[src/rtl/bhrs_pkg.sv]
package bhrs_pkg;

  // Page store geometry
  localparam int PAGE_COUNT  = 32;
  localparam int PAGE_BYTES  = 7;
  localparam int SINGLE_KEYS = 6;

  localparam int PAGE_AW  = (PAGE_COUNT > 1) ? $clog2(PAGE_COUNT) : 1;
  localparam int SLOT_W   = 3;
  localparam int ROW_W    = PAGE_BYTES * 8;
  localparam int KEY_W    = 48;
  localparam int PAGE_NUM_W = 5;
  localparam int POS_W    = 6;
  localparam int PFX_W    = 3;
  localparam int CFG_IDX_W = 3;
  localparam int CFG_DATA_W = 48;

  // Input command codes
  typedef enum logic [1:0] {
    CMD_TICK    = 2'd0,
    CMD_REPORT  = 2'd1,
    CMD_PAGE_WR = 2'd2
  } cmd_t;

  // Report kinds; the automatic request shares the code of no report
  typedef enum logic [1:0] {
    REP_NONE = 2'd0,
    REP_KBD  = 2'd1,
    REP_JOY  = 2'd2
  } rep_t;

  localparam logic [1:0] ASK_AUTO = 2'd0;

  // Operating modes
  typedef enum logic [1:0] {
    MODE_NONE   = 2'd0,
    MODE_JOY    = 2'd1,
    MODE_SINGLE = 2'd2,
    MODE_SEQ    = 2'd3
  } mode_t;

  // Configuration register indexes
  localparam logic [CFG_IDX_W-1:0] CFG_MODE       = 3'd0;
  localparam logic [CFG_IDX_W-1:0] CFG_SK_MODS    = 3'd1;
  localparam logic [CFG_IDX_W-1:0] CFG_SK_CODES   = 3'd2;
  localparam logic [CFG_IDX_W-1:0] CFG_SEQ_LEN    = 3'd3;
  localparam logic [CFG_IDX_W-1:0] CFG_LOCKOUT    = 3'd4;
  localparam logic [CFG_IDX_W-1:0] CFG_ACTIVE_LOW = 3'd5;

  // One byte write into the page store
  typedef struct packed {
    logic               en;
    logic [PAGE_AW-1:0] page;
    logic [SLOT_W-1:0]  slot;
    logic [7:0]         value;
  } page_wr_t;

endpackage

[src/rtl/bhrs_page_store.sv]
module bhrs_page_store (
  input  logic                          clk,
  input  logic                          rst,
  input  bhrs_pkg::page_wr_t            wr,
  input  logic [bhrs_pkg::PAGE_AW-1:0]  rd_addr,
  output logic [bhrs_pkg::ROW_W-1:0]    cur_row,
  output logic [bhrs_pkg::ROW_W-1:0]    row0
);
  import bhrs_pkg::*;

  logic [ROW_W-1:0]      mem [PAGE_COUNT];
  logic [ROW_W-1:0]      row_q;
  logic [PAGE_BYTES-1:0] vld [PAGE_COUNT];
  logic [PAGE_AW-1:0]    cur_addr;
  logic                  byp_hit;
  logic [SLOT_W-1:0]     byp_slot;
  logic [7:0]            byp_value;

  // Row memory, one byte lane written per item; prefetch read of the next row
  always_ff @(posedge clk) begin
    if (wr.en) begin
      mem[wr.page][wr.slot*8 +: 8] <= wr.value;
    end
    row_q <= mem[rd_addr];
  end

  // Per-byte valid bits and the bypass for a write that missed the prefetch
  always_ff @(posedge clk) begin
    if (rst) begin
      for (int i = 0; i < PAGE_COUNT; i++) begin
        vld[i] <= '0;
      end
      byp_hit <= 1'b0;
    end else begin
      if (wr.en) begin
        vld[wr.page][wr.slot] <= 1'b1;
      end
      byp_hit <= wr.en && (wr.page == rd_addr);
    end
    cur_addr  <= rd_addr;
    byp_slot  <= wr.slot;
    byp_value <= wr.value;
  end

  // Page 0 copy in flops, needed in the same cycle a sequence starts
  always_ff @(posedge clk) begin
    if (rst) begin
      row0 <= '0;
    end else if (wr.en && (wr.page == '0)) begin
      row0[wr.slot*8 +: 8] <= wr.value;
    end
  end

  // Current row: unwritten bytes read as zero
  always_comb begin
    for (int k = 0; k < PAGE_BYTES; k++) begin
      if (!vld[cur_addr][k]) begin
        cur_row[k*8 +: 8] = 8'h00;
      end else if (byp_hit && (byp_slot == SLOT_W'(k))) begin
        cur_row[k*8 +: 8] = byp_value;
      end else begin
        cur_row[k*8 +: 8] = row_q[k*8 +: 8];
      end
    end
  end

endmodule

[src/rtl/button_hid_report_sequencer.sv]
// Channel   Direction  Handshake            Content
// in        to block   in_valid/in_ready    command, pin_level, asked_report, page_number,
//                                           byte_slot, byte_value
// out       from block out_valid/out_ready  report_kind, modifier_byte, key_bytes, joy_button,
//                                           debounced
// cfg       to block   cfg_valid/cfg_ready  cfg_index, cfg_data (always ready)
//
// One item per cycle sustained while the output is not stalled; a taken item passes the input
// register, then the result register, on its way to the output.
// Each item is worked in one pass between the input and result registers; the page row is
// prefetched from the row memory into a read register, with a bypass for the latest write.
// Reset clears all state, sets configuration to defaults and clears the page valid bits at once.
// A stalled output holds the result register; the input register refills as soon as it moves.
module button_hid_report_sequencer (
  input  logic                              clk,
  input  logic                              rst,
  input  logic                              in_valid,
  output logic                              in_ready,
  input  logic [1:0]                        command,
  input  logic                              pin_level,
  input  logic [1:0]                        asked_report,
  input  logic [bhrs_pkg::PAGE_NUM_W-1:0]   page_number,
  input  logic [bhrs_pkg::SLOT_W-1:0]       byte_slot,
  input  logic [7:0]                        byte_value,
  output logic                              out_valid,
  input  logic                              out_ready,
  output logic [1:0]                        report_kind,
  output logic [7:0]                        modifier_byte,
  output logic [bhrs_pkg::KEY_W-1:0]        key_bytes,
  output logic                              joy_button,
  output logic                              debounced,
  input  logic                              cfg_valid,
  output logic                              cfg_ready,
  input  logic [bhrs_pkg::CFG_IDX_W-1:0]    cfg_index,
  input  logic [bhrs_pkg::CFG_DATA_W-1:0]   cfg_data
);
  import bhrs_pkg::*;

  // Configuration
  mode_t             mode;
  logic [7:0]        single_key_mods;
  logic [KEY_W-1:0]  single_key_codes;
  logic [POS_W-1:0]  sequence_length;
  logic [7:0]        lockout_ticks;
  logic              pin_active_low;

  // Input register
  logic                  s1_valid;
  logic [1:0]            s1_command;
  logic                  s1_pin;
  logic [1:0]            s1_asked;
  logic [PAGE_NUM_W-1:0] s1_page;
  logic [SLOT_W-1:0]     s1_slot;
  logic [7:0]            s1_value;
  logic                  s1_fire;

  // Block state
  logic             lock_active, lock_active_next;
  logic [7:0]       lock_count, lock_count_next;
  logic             held_level, held_level_next;
  logic             next_is_joy, next_is_joy_next;
  logic             press_latched, press_latched_next;
  logic             seq_running, seq_running_next;
  logic             seq_release_phase, seq_release_phase_next;
  logic [POS_W-1:0] seq_position, seq_position_next;
  logic [PFX_W-1:0] prefix_count, prefix_count_next;

  // Result of the current item
  logic [1:0]       res_kind;
  logic [7:0]       res_mods;
  logic [KEY_W-1:0] res_keys;
  logic             res_joy;

  page_wr_t         pwr;
  logic [POS_W-1:0] pos_upd;
  logic [ROW_W-1:0] cur_row;
  logic [ROW_W-1:0] row0;

  assign cfg_ready = 1'b1;
  assign s1_fire   = s1_valid && (!out_valid || out_ready);
  assign in_ready  = !s1_valid || s1_fire;

  // Configuration writes
  always_ff @(posedge clk) begin
    if (rst) begin
      mode             <= MODE_JOY;
      single_key_mods  <= 8'd0;
      single_key_codes <= KEY_W'(44);
      sequence_length  <= '0;
      lockout_ticks    <= 8'd10;
      pin_active_low   <= 1'b1;
    end else if (cfg_valid) begin
      unique case (cfg_index)
        CFG_MODE:       mode             <= mode_t'(cfg_data[1:0]);
        CFG_SK_MODS:    single_key_mods  <= cfg_data[7:0];
        CFG_SK_CODES:   single_key_codes <= cfg_data[KEY_W-1:0];
        CFG_SEQ_LEN:    sequence_length  <= cfg_data[POS_W-1:0];
        CFG_LOCKOUT:    lockout_ticks    <= cfg_data[7:0];
        CFG_ACTIVE_LOW: pin_active_low   <= cfg_data[0];
        default: ;
      endcase
    end
  end

  // Input register
  always_ff @(posedge clk) begin
    if (rst) begin
      s1_valid <= 1'b0;
    end else if (in_ready) begin
      s1_valid <= in_valid;
    end
    if (in_ready && in_valid) begin
      s1_command <= command;
      s1_pin     <= pin_level;
      s1_asked   <= asked_report;
      s1_page    <= page_number;
      s1_slot    <= byte_slot;
      s1_value   <= byte_value;
    end
  end

  // Item processing
  always_comb begin
    logic [8:0]       lock_nxt;
    logic             pressed;
    logic [1:0]       asked;
    logic             starting;
    logic [ROW_W-1:0] row;
    logic             row_oor;
    logic [PFX_W-1:0] pfx_inc;

    lock_active_next       = lock_active;
    lock_count_next        = lock_count;
    held_level_next        = held_level;
    next_is_joy_next       = next_is_joy;
    press_latched_next     = press_latched;
    seq_running_next       = seq_running;
    seq_release_phase_next = seq_release_phase;
    seq_position_next      = seq_position;
    prefix_count_next      = prefix_count;
    res_kind = REP_NONE;
    res_mods = '0;
    res_keys = '0;
    res_joy  = 1'b0;
    pwr      = '0;
    lock_nxt = {1'b0, lock_count} + 9'd1;
    pressed  = pin_active_low ? !s1_pin : s1_pin;
    asked    = s1_asked;
    starting = 1'b0;
    row      = cur_row;
    row_oor  = 1'b0;
    pfx_inc  = prefix_count + PFX_W'(1);

    case (cmd_t'(s1_command))
      CMD_TICK: begin
        if (lock_active) begin
          if (lock_nxt > {1'b0, lockout_ticks}) begin
            lock_active_next = 1'b0;
          end
          lock_count_next = lock_nxt[7:0];
        end
      end
      CMD_REPORT: begin
        // Debounce: take a new level only while unlocked
        if (!lock_active && (pressed != held_level)) begin
          lock_active_next = 1'b1;
          lock_count_next  = '0;
          held_level_next  = pressed;
        end
        if (asked == ASK_AUTO) begin
          asked            = next_is_joy ? REP_JOY : REP_KBD;
          next_is_joy_next = !next_is_joy;
        end
        if (asked == REP_KBD) begin
          res_kind = REP_KBD;
          if (mode == MODE_SEQ) begin
            // Key sequence: arm on a press edge, then press/empty per page
            if (!seq_running) begin
              if (press_latched && !held_level_next) begin
                press_latched_next = 1'b0;
              end
              if (held_level_next && !press_latched_next) begin
                press_latched_next     = 1'b1;
                seq_running_next       = 1'b1;
                seq_release_phase_next = 1'b0;
                seq_position_next      = '0;
                starting               = 1'b1;
              end
            end
            row     = starting ? row0 : cur_row;
            row_oor = !starting && (seq_position >= POS_W'(PAGE_COUNT));
            if (seq_running_next) begin
              if (!seq_release_phase_next) begin
                if (!row_oor) begin
                  res_mods = row[7:0];
                  for (int k = 1; k < PAGE_BYTES; k++) begin
                    if (k <= 6) begin
                      res_keys[(k-1)*8 +: 8] = row[k*8 +: 8];
                    end
                  end
                end
                seq_release_phase_next = 1'b1;
              end else begin
                seq_position_next      = seq_position + POS_W'(1);
                seq_release_phase_next = 1'b0;
                if (seq_position_next >= sequence_length) begin
                  seq_running_next = 1'b0;
                end
              end
            end
          end else if (mode == MODE_SINGLE) begin
            // Single key: growing prefix of the configured codes while held
            if (held_level_next) begin
              res_mods = single_key_mods;
              for (int k = 0; k < SINGLE_KEYS; k++) begin
                if (PFX_W'(k) < prefix_count) begin
                  res_keys[k*8 +: 8] = single_key_codes[k*8 +: 8];
                end
              end
              if (pfx_inc >= PFX_W'(SINGLE_KEYS)) begin
                prefix_count_next = PFX_W'(SINGLE_KEYS - 1);
              end else begin
                prefix_count_next = pfx_inc;
              end
            end else begin
              prefix_count_next = '0;
            end
          end
        end else if (asked == REP_JOY) begin
          res_kind = REP_JOY;
          if (mode == MODE_JOY) begin
            res_joy = held_level_next;
          end
        end
      end
      CMD_PAGE_WR: begin
        if ((int'(s1_page) < PAGE_COUNT) && (s1_slot < SLOT_W'(PAGE_BYTES))) begin
          pwr.en    = s1_fire;
          pwr.page  = PAGE_AW'(s1_page);
          pwr.slot  = s1_slot;
          pwr.value = s1_value;
        end
      end
      default: ;
    endcase
  end

  // Row prefetch follows the position left by this cycle
  assign pos_upd = s1_fire ? seq_position_next : seq_position;

  bhrs_page_store u_store (
    .clk     (clk),
    .rst     (rst),
    .wr      (pwr),
    .rd_addr (PAGE_AW'(pos_upd)),
    .cur_row (cur_row),
    .row0    (row0)
  );

  // State update
  always_ff @(posedge clk) begin
    if (rst) begin
      lock_active       <= 1'b0;
      lock_count        <= '0;
      held_level        <= 1'b0;
      next_is_joy       <= 1'b0;
      press_latched     <= 1'b0;
      seq_running       <= 1'b0;
      seq_release_phase <= 1'b0;
      seq_position      <= '0;
      prefix_count      <= '0;
    end else if (s1_fire) begin
      lock_active       <= lock_active_next;
      lock_count        <= lock_count_next;
      held_level        <= held_level_next;
      next_is_joy       <= next_is_joy_next;
      press_latched     <= press_latched_next;
      seq_running       <= seq_running_next;
      seq_release_phase <= seq_release_phase_next;
      seq_position      <= seq_position_next;
      prefix_count      <= prefix_count_next;
    end
  end

  // Result register
  always_ff @(posedge clk) begin
    if (rst) begin
      out_valid <= 1'b0;
    end else if (s1_fire) begin
      out_valid <= 1'b1;
    end else if (out_ready) begin
      out_valid <= 1'b0;
    end
    if (s1_fire) begin
      report_kind   <= res_kind;
      modifier_byte <= res_mods;
      key_bytes     <= res_keys;
      joy_button    <= res_joy;
      debounced     <= held_level_next;
    end
  end

  // Checks
  a_release_needs_run: assert property (@(posedge clk) disable iff (rst)
    seq_release_phase |-> seq_running)
    else $error("release phase without a running sequence");

  a_prefix_cap: assert property (@(posedge clk) disable iff (rst)
    prefix_count <= PFX_W'(SINGLE_KEYS - 1))
    else $error("single-key prefix above cap");

  a_no_report_kind: assert property (@(posedge clk) disable iff (rst)
    s1_fire && (s1_command != CMD_REPORT) |=> out_valid && (report_kind == REP_NONE))
    else $error("report produced for a non-report item");

  a_joy_only_in_joy: assert property (@(posedge clk) disable iff (rst)
    out_valid && joy_button |-> report_kind == REP_JOY)
    else $error("joystick bit outside a joystick report");

endmodule
[config.mk]
export PLATFORM = sky130hd
export DESIGN_NAME = button_hid_report_sequencer
export DESIGN_NICKNAME = d
export VERILOG_FILES = /design/src/rtl/bhrs_pkg.sv /design/src/rtl/bhrs_page_store.sv /design/src/rtl/button_hid_report_sequencer.sv
export SDC_FILE = /design/constraint.sdc
export NUM_CORES = 2
export LEC_CHECK = 0
export BUFFER_PORTS_ARGS = -buffer_cell sky130_fd_sc_hd__buf_2
export CAP_MARGIN = 20
export CORE_MARGIN = 3
export CORE_UTILIZATION = 59
export DETAILED_ROUTE_END_ITERATION = 6
export PLACE_DENSITY = 0.74
export SYNTH_ARGS = -nofsm -noshare
export SYNTH_HDL_FRONTEND = slang
export SYNTH_SLANG_ARGS = --single-unit
[constraint.sdc]
create_clock -name clk -period 5.2 [get_ports clk]
set_input_delay 1.04 -clock clk [delete_from_list [all_inputs] [get_ports clk]]
set_output_delay 1.04 -clock clk [all_outputs]
set_load 0.1 [all_outputs]
# == Word-level counts from Yosys, hierarchy flattened ==
# Memory sizes are Yosys's and may differ from the RTL's. A register that Yosys moved wholly into a read port is not among the register bits.
# Index checks and enable logic that the tools add are counted.
# totals
mem_bits_rw,2016
latchBits,0
reg_bits,247
in_bits,77
rom_bits,0
output_inout_bits,63
wordCells,231
n_memories,2
# classes
addsub,4
n_mux,100
reduce_logical,49
div_mod_pow,0
n_eq_ne,22
magnitude_cmp,13
bitwise,5
shift,2
mul,0
# mem_list
name,words,word_bits,read_ports,rd_ports_with_merged_regs,wr,line_no,text
u_store.mem,32,56,1,1,1,bhrs_page_store.sv:11,logic [ROW_W-1:0] mem [PAGE_COUNT];
u_store.vld,32,7,1,1,32,bhrs_page_store.sv:13,logic [PAGE_BYTES-1:0] vld [PAGE_COUNT];
# op_table
cell,count
48-bit 2-to-1 mux,6
8-bit 2-to-1 mux,28
56-bit 2-to-1 mux,2
56-bit bitwise mux,1
"8-bit by 34-bit variable shift with 56-bit output, first input constant",1
8-bit by 34-bit indexed part select with 56-bit output,1
1-bit 2-to-1 mux,40
17-bit 2-to-1 mux,2
6-bit negator with 34-bit output,1
5-bit 2-to-1 mux,5
6-bit 2-to-1 mux,4
7-bit 2-to-1 mux,3
1-bit logical AND,16
8-bit one-hot mux with 2 select lines,1
"3-bit equality test, second input constant",5
2-bit AND reduction,7
"3-bit by 2-bit equality test with 1-bit output, second input constant",4
5-bit AND reduction,2
"8-bit by 1-bit adder with 9-bit output, second input constant",1
9-bit by 8-bit greater-than comparator with 1-bit output,1
"2-bit equality test, second input constant",4
1-bit zero test,8
2-bit 2-to-1 mux,4
4-bit AND reduction,2
29 further kinds,46

# == Longest topological paths before layout ==
# logic_depth
depth_word,28
mapped_depth,16
ltp_nobuf,12

# == Modules after synthesis ==
# From an unflattened synthesis, not the netlist that was laid out.
# unflattened
hier_cells,5248
area_unflattened_um2,90740.8
# modules_own_cells
module,seq_area_each_um2,instances,cells_each,area_per_inst_um2
bhrs_page_store,60878.4,1,4452,82699.3
button_hid_report_sequencer,4394.2,1,796,8041.5

# == Worst setup path before layout ==
# Ideal clock, no wire load.
# synth_timing
path_type,input port to flip-flop
from,input out_ready
to,"memory u_store.mem[27][10] (netlist bit), enable pin"
n_path_buf,3
arrival_ns,4.046
setup_time_ns,0.370
setup_slack_ns,0.784
cell_stages,9
required_time_ns,4.830
cell_sequence,nand2b_1 -> nand2_1 -> inv_1 -> nand2_1 -> or2_2 -> clkbuf_1 -> clkbuf_1 -> clkbuf_1 -> nor2_1
# synth_via
elab_chain_cells,6
# synth_lines
item,line_no,text
start: declaration,button_hid_report_sequencer.sv:26,"input logic out_ready,"
1-bit logical OR,button_hid_report_sequencer.sv:80,assign s1_fire = s1_valid && (!out_valid || out_ready);
1-bit logical AND,button_hid_report_sequencer.sv:80,
via s1_fire,button_hid_report_sequencer.sv:55,logic s1_fire;
17-bit 2-to-1 mux,button_hid_report_sequencer.sv:237,if ((int'(s1_page) < PAGE_COUNT) && (s1_slot < SLOT_W'(PAGE_BYTES))) begin
17-bit 2-to-1 mux,button_hid_report_sequencer.sv:154,case (cmd_t'(s1_command))
1-bit 2-to-1 mux,bhrs_page_store.sv:21,if (wr.en) begin
56-bit 2-to-1 mux (implied by the code),bhrs_page_store.sv:22,mem[wr.page][wr.slot*8 +: 8] <= wr.value;
end: declaration,bhrs_page_store.sv:11,
# The timed path passes the listed nets, and every way through them passes these cells.

# == Final worst setup path ==
# layout_timing
from,register s1_command[0]
to,"memory u_store.mem[26][27] (netlist bit), enable pin"
# layout_via
elab_chain_cells,5
elab_cells_between_ends,6
cone_classes,add/sub (1); eq/ne (1); shift (1); mux (3)
# layout_lines
item,line_no,text
start: declaration,button_hid_report_sequencer.sv:49,logic [1:0] s1_command;
start signal: assignment,button_hid_report_sequencer.sv:113,s1_command <= command;
2-bit equality test (*),button_hid_report_sequencer.sv:154,
17-bit 2-to-1 mux (*),button_hid_report_sequencer.sv:154,
6-bit negator with 34-bit output,bhrs_page_store.sv:22,
8-bit by 34-bit variable shift with 56-bit output,bhrs_page_store.sv:22,
56-bit 2-to-1 mux (implied by the code),bhrs_page_store.sv:22,
# Mark *: on every way between the ends. The rest lies on a longest branch, timed or not.

==> flow_metrics.tcl <==
set metrics [dict create \
    slew_violations 0 \
    drc_errors 7 \
    synth-edff-count 1873 \
    hold_violations 0 \
    clock_path_buffers 3 \
    ios 140 \
    gp_congestion 0.935 \
    viasPerCell 6.51 \
    layout.cells.non_filler 9608 \
    grt_pass1_vias 58700 \
    async_reset_ff_share_pct 0 \
    cts_resized 0 \
    firstDrtPassIters 7 \
    clockPowerShare_pct 44.0 \
    die_w_um 399 \
    cp-end-kind "register" \
    start_kind "register" \
    power_mw 36.6 \
    cts_buffers 225 \
    vias 62500 \
    synth_fa_ha_area_share_pct 0.289 \
    cp.required_ns 5.70 \
    drv_cap 0 \
    rsz0062_at_grt "no" \
    hpwl_um 168000 \
    synth_top_area_share_pct 61.8 \
    yosysUniqueCellTypes 61 \
    area_growth_syn_to_layout_pct 12.2 \
    synthTopCellsByArea "edfxtp_1 62%, dfxtp_1 9.9%, nand2_1 7.2%" \
    ant_nets 0 \
    place.port_buffers 138 \
    num_rows 143 \
    worstPathArrival_ns 5.23 \
    internal_power_mw 29.0 \
    coreArea_um2 153000 \
    period_needed_ns 4.73 \
    tightest_slew_ns 1.19 \
    setup_viol 0 \
    drt-total-wl_um 273000 \
    cts_tree "done" \
    grt_usage_pct 33.9 \
    clkSlewWorstSetupHoldPaths_ns 0.06 \
    violations "DRC" \
    p_switching_mw 7.56 \
    die_y_um 399 \
    synth_nets 7374 \
    peakVddDrop_mv 0.361 \
    cts.sinks 2324 \
    synth_xor_area_share_pct 0.164 \
    synth_compound_gate_area_share_pct 6.22 \
    max_slew_margin_pct 19.8 \
    static-leakage-power_nw 31.8 \
    clk_latency_ns 0.89 \
    synth_top_family_by_area "simple AND/OR/NAND/NOR gates" \
    status "finished with violations" \
    nNetsFinal 7465 \
    finalClockSkew_ns 0.0840 \
    overflow 0 \
    cts-hold-fix-buffers 0 \
    initial_core_util_pct 59.6 \
    p_seq_share_pct 54.5 \
    grt_max_degree 148 \
    dieArea_um2 159000 \
    htree_levels 4 \
    fill_cells 10600 \
    tns_ns 0 \
    hold_path.class "input pin to register" \
    yosys_most_used_dff "edfxtp_1" \
    grt_pass1_wl_um 394000 \
    postCtsSetupBuffers 0 \
    layout-drive-gt1-share_pct 11.5 \
    critical_path.max_fanout 8 \
    p_sw_share_pct 20.7 \
    antenna_found_initial 22 \
    syn_avg_cell_area_um2 12.5 \
    synthCells 7276 \
    yosysTopAreaCell "edfxtp_1" \
    seq_area_frac_synth_pct 71.7 \
    cts_root_buf "clkbuf_16" \
    fin_crit_sh_pct 90.9 \
    p_per_area_nw_per_um2 358 \
    p_comb_share_pct 1.5 \
    timing.hold.ws_ns 0.333 \
    muxShareOfSynthArea_pct 3.88 \
    ys_ff_latch 2324 \
    syn-cell-area_um2 91000 \
    drt-initial-drc-count 9760 \
    ys_warn_count 0 \
    wl_per_cell_um 28.4 \
    max_freq_ghz 0.212 \
    path_class "register to register" \
    synth_simple_gate_area_share_pct 14.4 \
    post-route-util_pct 66.9 \
    dpl.cell_count 9165 \
]
## registers in the layout (all words and copies together) (netlist names), 3 cells and up, named ones only
register,count
u_store.mem,1792
u_store.vld,224
u_store.row0,56
u_store.row_q,56
key_bytes,48
single_key_codes,48
lock_count,8
lockout_ticks,8
modifier_byte,8
s1_value,8
single_key_mods,8
u_store.byp_value,8
seq_position,6
sequence_length,6
s1_page,5
prefix_count,3
s1_slot,3
u_store.byp_slot,3
## power by group through the flow
stage	Clock, mW	Combinational [mW]	Sequential, mW
6_report	16.1	0.549	19.9
2_1_floorplan	0	0.185	20.4
3_5_place_dp	0	0.525	20.3
5_1_grt	16.9	0.561	19.9
3_3_place_gp	0	0.519	20.3
4_1_cts	16.1	0.527	19.9
## kinds of logic after synthesis
logic type | count (synthesis)
AND/OR/NAND/NOR | 3037
adder cells (fa/ha/maj) | 21
buffers and inverters | 783
AO/OA/AOI/OAI | 830
other | 1
flip-flops | 2324
XOR/XNOR | 17
multiplexers | 263
## routing by layer
layer | vias up | share of wire (%) | track usage (%)
met5 | - | 0.026 | 0
met1 | 30600 | 36 | 46.2
li1 | 26700 | - | -
met2 | 4424 | 45 | 50.1
met4 | 12 | 5.0 | 15.5
met3 | 753 | 14 | 10.8
## placed cells by master, fill, tap and decap left out, drive strengths merged, types with 172 or more instances in the layout
cell type / count
buf: 372
clkbuf: 317
dfxtp: 451
edfxtp: 1873
inv: 275
mux2i: 172
nand2: 1743
nand3: 523
nand4: 229
nor2: 365
o22ai: 233
## final cells by class
| class | instances | area (um2) | area share, % |
|---|---|---|---|
| Clock inverter | 110 | 1100 | 1.08 |
| Inverter | 275 | 1040 | 1.02 |
| Timing Repair Buffer | 372 | 2910 | 2.85 |
| Tap cell | 2030 | 2540 | 2.49 |
| Clock buffer | 317 | 6200 | 6.07 |
| Multi-Input combinational cell | 4169 | 23000 | 22.5 |
| Antenna cell | 11 | 27.5 | 0.0270 |
| Sequential cell | 2324 | 65300 | 63.9 |
## final timing paths
path / from / to / slack [ns] / cells after the start
worst min-delay path: byte_value[2] / s1_value[2]$_DFFE_PP_ / 0.33 / 1
worst max-delay path: s1_command[0]$_DFFE_PP_ / u_store.mem[26][27]$_DFFE_PP_ / 0.47 / 8
worst min register to register: single_key_codes[26]$_SDFFE_PP0P_ / single_key_codes[26]$_SDFFE_PP0P_ / 0.46 / 2
worst max register to register: s1_command[0]$_DFFE_PP_ / u_store.mem[26][27]$_DFFE_PP_ / 0.47 / 8
## critical path: stages, from the launching register on
cell,delay (ns)
edfxtp_1,0.46
nor2b_1,0.48
buf_4,0.23
nand2_1,0.18
nor3b_1,0.95
nand2_1,0.76
buf_4,0.45
buf_4,0.20
nor2_1,0.64
## stage by stage
| stage | area (um2) | setup WS [ns] |
|---|---|---|
| global placement | 94600 | 0.746 |
| CTS | 102000 | 0.739 |
| detailed placement | 94600 | 0.717 |
| global route | 102000 | 0.472 |
| floorplan | 91000 | 0.784 |
| finish | 102000 | 0.473 |
## cells in the mapped netlist (6+ instances only)
cell type	n
a211oi_1	56
a32oi_1	116
a21oi_1	129
buf_4	6
o22ai_1	233
a31oi_1	112
o2111ai_1	56
a221oi_1	9
xnor2_1	8
inv_1	267
nor3b_1	6
a222oi_1	16
clkbuf_1	378
nand3b_1	10
or3_1	6
nor2_1	364
nand3_1	523
buf_1	50
ha_1	21
nand4_1	229
nor3_1	41
mux2i_1	172
o21ai_0	48
nand2_1	1743
and3_1	66
nor2b_1	13
buf_2	74
and2_1	8
a22oi_1	33
o21a_1	8
edfxtp_1	1873
xor2_1	9
mux4_2	70
dfxtp_1	451
or2_2	7
mux2_2	21
No activity file was read; power rests on OpenSTA's default activity.
